## src/hw/rtl/mclc_pkg.sv

```systemverilog
// Package for the marker centering landing controller.
// Holds the configuration and result types, register indexes and reset values.
// No dependencies.
package mclc_pkg;

  typedef struct packed {
    logic [15:0] gain_q16;
    logic [10:0] center_radius_px;
    logic [7:0]  ticks_required;
    logic [11:0] descent_speed;
    logic [11:0] speed_limit;
    logic [15:0] fast_descent_alt_mm;
    logic [15:0] land_alt_mm;
  } cfg_t;

  typedef struct packed {
    logic [12:0] vel_north;
    logic [12:0] vel_east;
    logic [11:0] vel_down;
    logic        is_centred;
    logic        land_now;
  } result_t;

  typedef enum logic [2:0] {
    REG_GAIN        = 3'd0,
    REG_RADIUS      = 3'd1,
    REG_TICKS       = 3'd2,
    REG_DESCENT     = 3'd3,
    REG_SPEED_LIMIT = 3'd4,
    REG_FAST_ALT    = 3'd5,
    REG_LAND_ALT    = 3'd6,
    REG_NONE        = 3'd7
  } reg_index_t;

  localparam cfg_t CFG_RESET = '{
    gain_q16:            16'd131,
    center_radius_px:    11'd50,
    ticks_required:      8'd10,
    descent_speed:       12'd1229,
    speed_limit:         12'd2048,
    fast_descent_alt_mm: 16'd1000,
    land_alt_mm:         16'd300
  };

  localparam logic [7:0] COUNT_MAX = 8'd255;

endpackage

```

## src/hw/rtl/marker_centering_landing_controller.sv

```systemverilog
// Marker centering landing controller, top level: item and result registers,
// configuration registers and counter state. Depends on mclc_pkg and mclc_law.
//
// The block takes one control tick per clock cycle while no result waits on
// out_tready, and returns one result transaction per tick. A tick is captured
// in the input register, the velocity law and centring test run in one
// combinational pass, and the outcome lands in the result register once that
// register is free, which raises out_tvalid. The input register keeps taking
// ticks while a result waits on out_tready, up to one tick held in each
// register. The user must write configuration through the APB-style port only
// while no tick is in flight; the block itself does not enforce it.
module marker_centering_landing_controller #(
  parameter int PIXEL_ERROR_BITS = 12
) (
  input  logic clk,
  input  logic rst_n,
  // tdata: error_x, error_y, altitude_mm, zero pad
  input  logic [((2*PIXEL_ERROR_BITS+16+7)/8)*8-1:0] in_tdata,
  // tuser: marker_found
  input  logic [0:0]  in_tuser,
  input  logic        in_tvalid,
  output logic        in_tready,
  // tdata: vel_north, vel_east, vel_down, zero pad
  output logic [39:0] out_tdata,
  // tuser: is_centred, land_now
  output logic [1:0]  out_tuser,
  output logic        out_tvalid,
  input  logic        out_tready,
  input  logic        cfg_psel,
  input  logic        cfg_penable,
  input  logic        cfg_pwrite,
  input  logic [4:0]  cfg_paddr,
  input  logic [31:0] cfg_pwdata,
  output logic [31:0] cfg_prdata,
  output logic        cfg_pready
);

  localparam int P = PIXEL_ERROR_BITS;

  mclc_pkg::cfg_t          cfg_r;
  mclc_pkg::reg_index_t    reg_idx;
  logic                    s1_valid_r;
  logic signed [P-1:0]     ex_r;
  logic signed [P-1:0]     ey_r;
  logic                    found_r;
  logic [15:0]             alt_r;
  logic                    out_valid_r;
  mclc_pkg::result_t       res_r;
  mclc_pkg::result_t       res_nxt;
  logic [7:0]              count_r;
  logic [7:0]              count_nxt;
  logic                    advance;
  logic                    cfg_write;

  assign reg_idx   = mclc_pkg::reg_index_t'(cfg_paddr[4:2]);
  assign cfg_write = cfg_psel && cfg_penable && cfg_pwrite && cfg_pready;
  assign cfg_pready = 1'b1;

  always_ff @(posedge clk) begin
    if (!rst_n) begin
      cfg_r <= mclc_pkg::CFG_RESET;
    end else if (cfg_write) begin
      unique case (reg_idx)
        mclc_pkg::REG_GAIN:        cfg_r.gain_q16            <= cfg_pwdata[15:0];
        mclc_pkg::REG_RADIUS:      cfg_r.center_radius_px    <= cfg_pwdata[10:0];
        mclc_pkg::REG_TICKS:       cfg_r.ticks_required      <= cfg_pwdata[7:0];
        mclc_pkg::REG_DESCENT:     cfg_r.descent_speed       <= cfg_pwdata[11:0];
        mclc_pkg::REG_SPEED_LIMIT: cfg_r.speed_limit         <= cfg_pwdata[11:0];
        mclc_pkg::REG_FAST_ALT:    cfg_r.fast_descent_alt_mm <= cfg_pwdata[15:0];
        mclc_pkg::REG_LAND_ALT:    cfg_r.land_alt_mm         <= cfg_pwdata[15:0];
        default: ;
      endcase
    end
  end

  always_comb begin
    unique case (reg_idx)
      mclc_pkg::REG_GAIN:        cfg_prdata = {16'd0, cfg_r.gain_q16};
      mclc_pkg::REG_RADIUS:      cfg_prdata = {21'd0, cfg_r.center_radius_px};
      mclc_pkg::REG_TICKS:       cfg_prdata = {24'd0, cfg_r.ticks_required};
      mclc_pkg::REG_DESCENT:     cfg_prdata = {20'd0, cfg_r.descent_speed};
      mclc_pkg::REG_SPEED_LIMIT: cfg_prdata = {20'd0, cfg_r.speed_limit};
      mclc_pkg::REG_FAST_ALT:    cfg_prdata = {16'd0, cfg_r.fast_descent_alt_mm};
      mclc_pkg::REG_LAND_ALT:    cfg_prdata = {16'd0, cfg_r.land_alt_mm};
      default:                   cfg_prdata = 32'd0;
    endcase
  end

  assign advance   = s1_valid_r && (!out_valid_r || out_tready);
  assign in_tready = !s1_valid_r || advance;

  always_ff @(posedge clk) begin
    if (!rst_n) begin
      s1_valid_r <= 1'b0;
    end else if (in_tready) begin
      s1_valid_r <= in_tvalid;
    end
  end

  always_ff @(posedge clk) begin
    if (in_tready && in_tvalid) begin
      ex_r    <= in_tdata[P-1:0];
      ey_r    <= in_tdata[2*P-1:P];
      alt_r   <= in_tdata[2*P+15:2*P];
      found_r <= in_tuser[0];
    end
  end

  mclc_law #(
    .PIXEL_ERROR_BITS(PIXEL_ERROR_BITS)
  ) u_law (
    .error_x      (ex_r),
    .error_y      (ey_r),
    .marker_found (found_r),
    .altitude_mm  (alt_r),
    .cfg          (cfg_r),
    .count        (count_r),
    .res          (res_nxt),
    .count_nxt    (count_nxt)
  );

  always_ff @(posedge clk) begin
    if (!rst_n) begin
      out_valid_r <= 1'b0;
      count_r     <= 8'd0;
    end else begin
      if (advance) begin
        out_valid_r <= 1'b1;
        count_r     <= count_nxt;
      end else if (out_tready) begin
        out_valid_r <= 1'b0;
      end
    end
  end

  always_ff @(posedge clk) begin
    if (advance) begin
      res_r <= res_nxt;
    end
  end

  assign out_tvalid = out_valid_r;
  assign out_tdata  = {2'b00, res_r.vel_down, res_r.vel_east, res_r.vel_north};
  assign out_tuser  = {res_r.land_now, res_r.is_centred};

endmodule

```

## src/hw/rtl/mclc_law.sv

```systemverilog
// Proportional velocity law, centring test and centred-tick counter update.
// Purely combinational; depends on mclc_pkg.
module mclc_law #(
  parameter int PIXEL_ERROR_BITS = 12
) (
  input  logic signed [PIXEL_ERROR_BITS-1:0] error_x,
  input  logic signed [PIXEL_ERROR_BITS-1:0] error_y,
  input  logic                               marker_found,
  input  logic [15:0]                        altitude_mm,
  input  mclc_pkg::cfg_t                     cfg,
  input  logic [7:0]                         count,
  output mclc_pkg::result_t                  res,
  output logic [7:0]                         count_nxt
);

  localparam int PW  = PIXEL_ERROR_BITS + 17;
  localparam int NW  = PIXEL_ERROR_BITS + 18;
  localparam int SQB = (2 * PIXEL_ERROR_BITS + 1 > 22) ? 2 * PIXEL_ERROR_BITS + 1 : 22;
  localparam int SQW = SQB + 1;

  logic signed [PW-1:0]  prod_x;
  logic signed [PW-1:0]  prod_y;
  logic signed [NW-1:0]  east_raw;
  logic signed [NW-1:0]  north_raw;
  logic signed [NW-1:0]  lim;
  logic signed [NW-1:0]  east_cl;
  logic signed [NW-1:0]  north_cl;
  logic signed [SQW-1:0] ex_w;
  logic signed [SQW-1:0] ey_w;
  logic signed [SQW-1:0] r_w;
  logic signed [SQW-1:0] dist2;
  logic signed [SQW-1:0] rad2;
  logic                  centred;
  logic                  low_alt;
  logic [7:0]            inc_count;

  assign prod_x = PW'(signed'({1'b0, cfg.gain_q16})) * PW'(error_x);
  assign prod_y = PW'(signed'({1'b0, cfg.gain_q16})) * PW'(error_y);

  assign east_raw  = NW'(prod_x) >>> 4;
  assign north_raw = (-NW'(prod_y)) >>> 4;
  assign lim       = NW'(signed'({1'b0, cfg.speed_limit}));

  always_comb begin
    priority if (east_raw > lim) begin
      east_cl = lim;
    end else if (east_raw < -lim) begin
      east_cl = -lim;
    end else begin
      east_cl = east_raw;
    end
    priority if (north_raw > lim) begin
      north_cl = lim;
    end else if (north_raw < -lim) begin
      north_cl = -lim;
    end else begin
      north_cl = north_raw;
    end
  end

  assign ex_w    = SQW'(error_x);
  assign ey_w    = SQW'(error_y);
  assign r_w     = SQW'(signed'({1'b0, cfg.center_radius_px}));
  assign dist2   = ex_w * ex_w + ey_w * ey_w;
  assign rad2    = r_w * r_w;
  assign centred = dist2 < rad2;

  assign low_alt   = altitude_mm < cfg.fast_descent_alt_mm;
  assign inc_count = (count == mclc_pkg::COUNT_MAX) ? count : count + 8'd1;

  always_comb begin
    res           = '0;
    res.land_now  = altitude_mm < cfg.land_alt_mm;
    count_nxt     = count;
    priority if (low_alt) begin
      res.vel_down = cfg.descent_speed;
    end else if (marker_found) begin
      res.vel_east   = east_cl[12:0];
      res.vel_north  = north_cl[12:0];
      res.is_centred = centred;
      count_nxt      = centred ? inc_count : 8'd0;
      if (count_nxt >= cfg.ticks_required) begin
        res.vel_down = cfg.descent_speed;
      end
    end else begin
      count_nxt = 8'd0;
    end
  end

endmodule

```

## config.mk

```make
export PLATFORM = sky130hd
export DESIGN_NAME = marker_centering_landing_controller
export DESIGN_NICKNAME = d
export VERILOG_FILES = /design/src/hw/rtl/mclc_pkg.sv /design/src/hw/rtl/marker_centering_landing_controller.sv /design/src/hw/rtl/mclc_law.sv
export SDC_FILE = /design/constraint.sdc
export NUM_CORES = 2
export LEC_CHECK = 0
export ABC_AREA = 1
export ABC_CLOCK_PERIOD_IN_PS = 22800
export BUFFER_PORTS_ARGS = -buffer_cell sky130_fd_sc_hd__buf_2
export CAP_MARGIN = 5
export CORE_ASPECT_RATIO = 0.6
export CORE_MARGIN = 5
export CORE_UTILIZATION = 35
export CTS_CLUSTER_DIAMETER = 60
export DETAILED_ROUTE_END_ITERATION = 10
export PLACE_DENSITY = 0.54
export SLEW_MARGIN = 20
export SYNTH_ARGS = -nofsm -noshare
export SYNTH_HDL_FRONTEND = slang
export SYNTH_SLANG_ARGS = --single-unit
```

## constraint.sdc

```tcl
create_clock -name clk -period 22.8 [get_ports clk]
set_input_delay 0 -clock clk [delete_from_list [all_inputs] [get_ports clk]]
set_output_delay 0 -clock clk [all_outputs]
set_load 0.02 [all_outputs]
```

* Word-level counts from Yosys, hierarchy flattened
Cells that the tools add are included.
Word-level totals: register bits after elaboration 182, input port bits 85, output and inout bits 77, logic and storage cells 81
Operators by class: add/subtract/negate cells 4, multiply operators 5, $lt $le $gt $ge 8, equal/unequal tests 7, muxes and demuxes 13, bitwise operators 2, reduce and logical (&&, ||, !) cells 21
Operator list (number):
- $pmux W16 S7 | 1
- $mul A17 B12 Y29 | 2
- $mul A12 B12 Y24 | 2
- $mux W12 | 4
- $mux W13 | 3
- $lt A16 B16 Y1 | 2
- $lt A25 B30 Y1 | 1
- $lt A26 B30 Y1 | 1
- $neg A12 Y30 | 1
- $neg A29 Y30 | 1
- $add A26 B26 Y26 | 1
- $gt A26 B13 Y1 | 1
- $lt A26 B26 Y1 | 1
- $gt A25 B13 Y1 | 1
- $mux W8 | 3
- $mul A11 B11 Y22 | 1
- $reduce_and A2 Y1 | 8
- $eq A3 B3 Y1 const B | 3
- $add A8 B1 Y8 const B | 1
- $eq A8 B8 Y1 const B | 1
- $ge A8 B8 Y1 | 1
- $eq A3 B2 Y1 const B | 2
- $reduce_or A3 Y1 | 2
- $logic_and A1 B1 Y1 | 4
- other kinds (8) | 12

* Longest topological paths before layout
word-level depth 8, gate-level depth with buffers 55, depth with buffers taken out 53

* Hierarchy
A second synthesis with hierarchy kept.
Unflattened totals: cells, all modules 5403, area, all modules 40727.8 um^2
By module, submodules not included:
- mclc_law | instances 1, cells an instance 4558, area each 33317.0 um^2, sequential area each 0.0 um^2
- marker_centering_landing_controller | instances 1, cells an instance 845, area each 7410.9 um^2, sequential area each 4454.3 um^2

* Least setup slack after synthesis
No wires, ideal clock.
path kind register -> register, from register ex_r[11], to register res_r, in the netlist out_tdata[27] (data pin), library setup time 0.265 ns, arrival time 8.949 ns, data required time 22.535 ns, setup slack 13.586 ns, stages on the path, launching flop included 48, path buffers 2, clock period less this slack 9.214 ns, path through edfxtp_1 > inv_1 > clkbuf_1 > nor2_1 > fa_1 > inv_1 > fa_1 > inv_1 > fa_1 > fa_1 > inv_1 > fa_1 > inv_1 > ha_1 > a21oi_1 > o211ai_1 > a31oi_1 > o21bai_1 > [... 12 more ...] > nor2_1 > a211oi_1 > nand3_1 > a21oi_1 > nand3_1 > nand2_2 > inv_2 > a31oi_1 > ha_1 > a21boi_0 > o21a_1 > o21ai_0 > nand2_1 > a21oi_1 > o211ai_1 > a21oi_1 > clkbuf_1 > nor2_1
RTL lines:
- start, declared | line marker_centering_landing_controller.sv:43 | logic signed [P-1:0] ex_r;
- start signal, assigned | line marker_centering_landing_controller.sv:102 | ex_r <= in_tdata[P-1:0];
- end signal, assigned | line marker_centering_landing_controller.sv:138 | res_r <= res_nxt;
- end, declared | line marker_centering_landing_controller.sv:48 | mclc_pkg::result_t res_r;

==> impl_results.md <==
- Outcome: finished, final reports clean
- Max incr delay on CP: 680 ps
- Pre-antenna DRT Iters: 6
- H-Tree Depth: 4
- Post-synthesis mux area share: 0.0282%
- Clk root buf: clkbuf_16
- Max_slew headroom: about 36%
- Post-DR wirelength/cell: 17.3 um
- First-pass GRT wire length: 188000 um
- Critical path's top delay family: adder cells
- CP Class: register to register
- Global Route Usage Sum: ~20%
- FILL cells: 11715
- # rows: 95
- Required time of the critical path: between 20000 and 25000 ps
- Max-slew violation count: 0
- RSZ-0062 raised after global routing: no
- Worst R2R Setup Slack: 11910 ps
- Post-route ant nets: 0
- Hold Startpoint: rst_n
- Cts bufs inserted: 17
- Hold WC Path Type: input port to register
- Core box area: 113000 um2
- Fmax: between 90 and 100 MHz
- Post-synth EDFFs: 81
- Dpl hpwl: about 96000 um
- Hold path depth: 3
- Slowest-stage cell, CP: inv_1
- Crit path max fanout: 28
- Die W: approximately 450 um
- Multi-input gate area: 29800 um2
- Clk sink count: 182
- Area grow syn2layout: 8.41%
- Post-Synth Simple-Gate Area: 16.6%
- Setup violators final: 0
- Xor/xnor share of the synthesized area: 3.09%
- Vias in the first global route: 32905
- Worst setup SP type: register
- Worst r2r path cells: 47
- CTS tree: built
- Most frequent cells in the layout: 1283 x inv_1, 1139 x nand2_1, 586 x fa_1
- Worst-Margin Slew: 954 ps
- Minimum clock period: 10890 ps
- Die area: between 100000 and 150000 um2
- Max-Cap Viols: 0
- CP dominant cell by count: a21oi_1
- Ports: around 160
- WP data arrival: 11130 ps
- Final hold vios: 0
- Routed WL: 117000 um
- Total Neg Setup Slack: 0 ps
- Synthesis Warnings: 0
- FF-to-FF Start: ex_r[11]$_DFFE_PP_
- Part of the cycle the worst path needs: 47.8%
- Largest family of logic cells by synthesized area: adder cells
- Worst-case clock buffer depth: 2
- Worst path bufs/invs: 8
- Clock-pin slew on the worst setup and hold paths: 80 ps
- Async S/R FF share, synth: 0%
- Overflow after GRT: 0
- ANT cells: 0
- Vias per inst: 4.86
- # Post-CTS Setup Buffers: 0
- IO buf count: 124
- Die Height: 271 um
- Top FF cell, synth: dfxtp_1
- Net count, final: 6455
- RePlAce Congestion: 0.935
- Worst skew pair latency: 490 ps
- Iteration-0 DRC Markers: 2551
- R2r endpoint: out_tdata[27]$_DFFE_PP_
- Worst setup EP type: register
- Hold Path End: cfg_r[68]$_SDFFE_PN1P_
- Mapped cell area: 39900 um2
- Post-synthesis adder-cell area fraction: 46.2%
- Residual DRC: 0
- Starting Density: 35.4%
- Post-synthesis sequential area ratio: 11.2%
- Share of post-route cells with drive strength above 1: 4.98%
- Fin Clk Skew: ~15 ps
- Mean post-synth cell area: a little under 8 um2
- Synth unique cells: 58
- Register Area: about 4500 um2
- Via Count: 32898
- Leading cell type in the layout, fill and taps excluded: inv_1
- Initial antenna violation count: 2
- Synth Instances: 5166
- Post-synthesis compound-gate area fraction: 8.72%
- Number of synthesized register bits: around 180
- Largest net degree at the start of global routing: 79
## layer usage
metal	global-route usage [%]	part of all wire (%)	vias to the layer above
met1	31.7	52	15917
met5	0	0	-
met4	2.32	0.89	0
met2	27.6	40	1011
met3	3.37	7.7	57
li1	-	-	15913
## how the worst max path moves through the flow
stage / startpoint / slack, ps / endpoint / cells after the start
global placement: ex_r[11]$_DFFE_PP_ / 12150 / out_tdata[31]$_DFFE_PP_ / 47
floorplan: ex_r[11]$_DFFE_PP_ / 13590 / out_tdata[27]$_DFFE_PP_ / 47
detailed placement: ex_r[11]$_DFFE_PP_ / 11910 / out_tdata[27]$_DFFE_PP_ / 47
global route: ex_r[11]$_DFFE_PP_ / 11040 / out_tdata[27]$_DFFE_PP_ / 47
CTS: ex_r[11]$_DFFE_PP_ / 11870 / out_tdata[27]$_DFFE_PP_ / 47
finish: ex_r[11]$_DFFE_PP_ / 11910 / out_tdata[27]$_DFFE_PP_ / 47
## stage by stage
stage	instance area, um2	cells	utilization, %	setup WS, ps	hold slack (ps)
after global placement	42000	6675	37.3	12150	178
after global routing	43200	6766	38.4	11040	182
after floorplan	39900	5183	-	13590	98.9
after CTS	43200	6766	38.4	11870	129
after detailed placement	42000	6675	37.3	11910	178
final	43200	6766	38.4	11910	183
## what timing repair did
| action | 4_1_cts | 5_1_grt |
|---|---|---|
| hold buffers | 59 | 0 |
| hold endpoints to repair | 132 | 0 |
| gates resized for setup | 0 | 0 |
| setup endpoints to repair | 0 | 0 |
## sequential cells by signal, indices dropped and copies added (netlist names)
name        cells
alt_r          16
cfg_r          91
s1_valid_r      1
found_r         1
out_tuser       2
out_tdata      38
ex_r           12
count_r         8
ey_r           12
out_tvalid      1
## cell usage after synthesis, drive strengths merged (3+ instances only)
cell,count,area (um2)
clkbuf,132,495
dfxtp,101,2020
or2,8,50.1
o221ai,17,149
inv,1289,4840
nor4,12,75.1
nand3b,7,56.3
and2,4,25.0
nor3b,3,22.5
xor2,87,777
ha,534,6680
o21bai,18,143
nand3,136,696
nand4,43,275
a21boi,5,48.8
o21ai,162,815
o21a,11,82.6
a221oi,3,26.3
a31o,3,26.3
o2111ai,3,26.3
o31ai,8,60.1
buf,56,317
nor3,42,235
a21oi,318,1600
a21o,9,67.6
nand2,1147,4330
nor2,222,863
fa,586,11700
a211oi,8,60.1
o22ai,18,113
a31oi,9,56.3
o211ai,24,180
edfxtp,81,2430
xnor2,52,455
## logic make-up after synthesis
family	Yosys count
AND/OR/NAND/NOR	1625
AO/OA/AOI/OAI	619
flip-flops	182
XOR/XNOR	139
multiplexers	1
buffers and inverters	1478
adder cells (fa/ha/maj)	1120
other	2
## final cells by class
class | count | share of cell area, %
tap | 1503 | 4.35
multi-input combinational | 3523 | 69.0
timing repair buffer | 236 | 3.72
inverter | 1290 | 11.2
sequential | 182 | 10.3
clock buffer | 18 | 1.04
clock inverter | 14 | 0.370
## worst min-delay path: stages
cell and delay (ps):
buf_2 90, buf_4 340, nand3_1 170
Power is not shown: default switching activity piles up to over one toggle a cycle in this logic, so the estimate is an artifact.
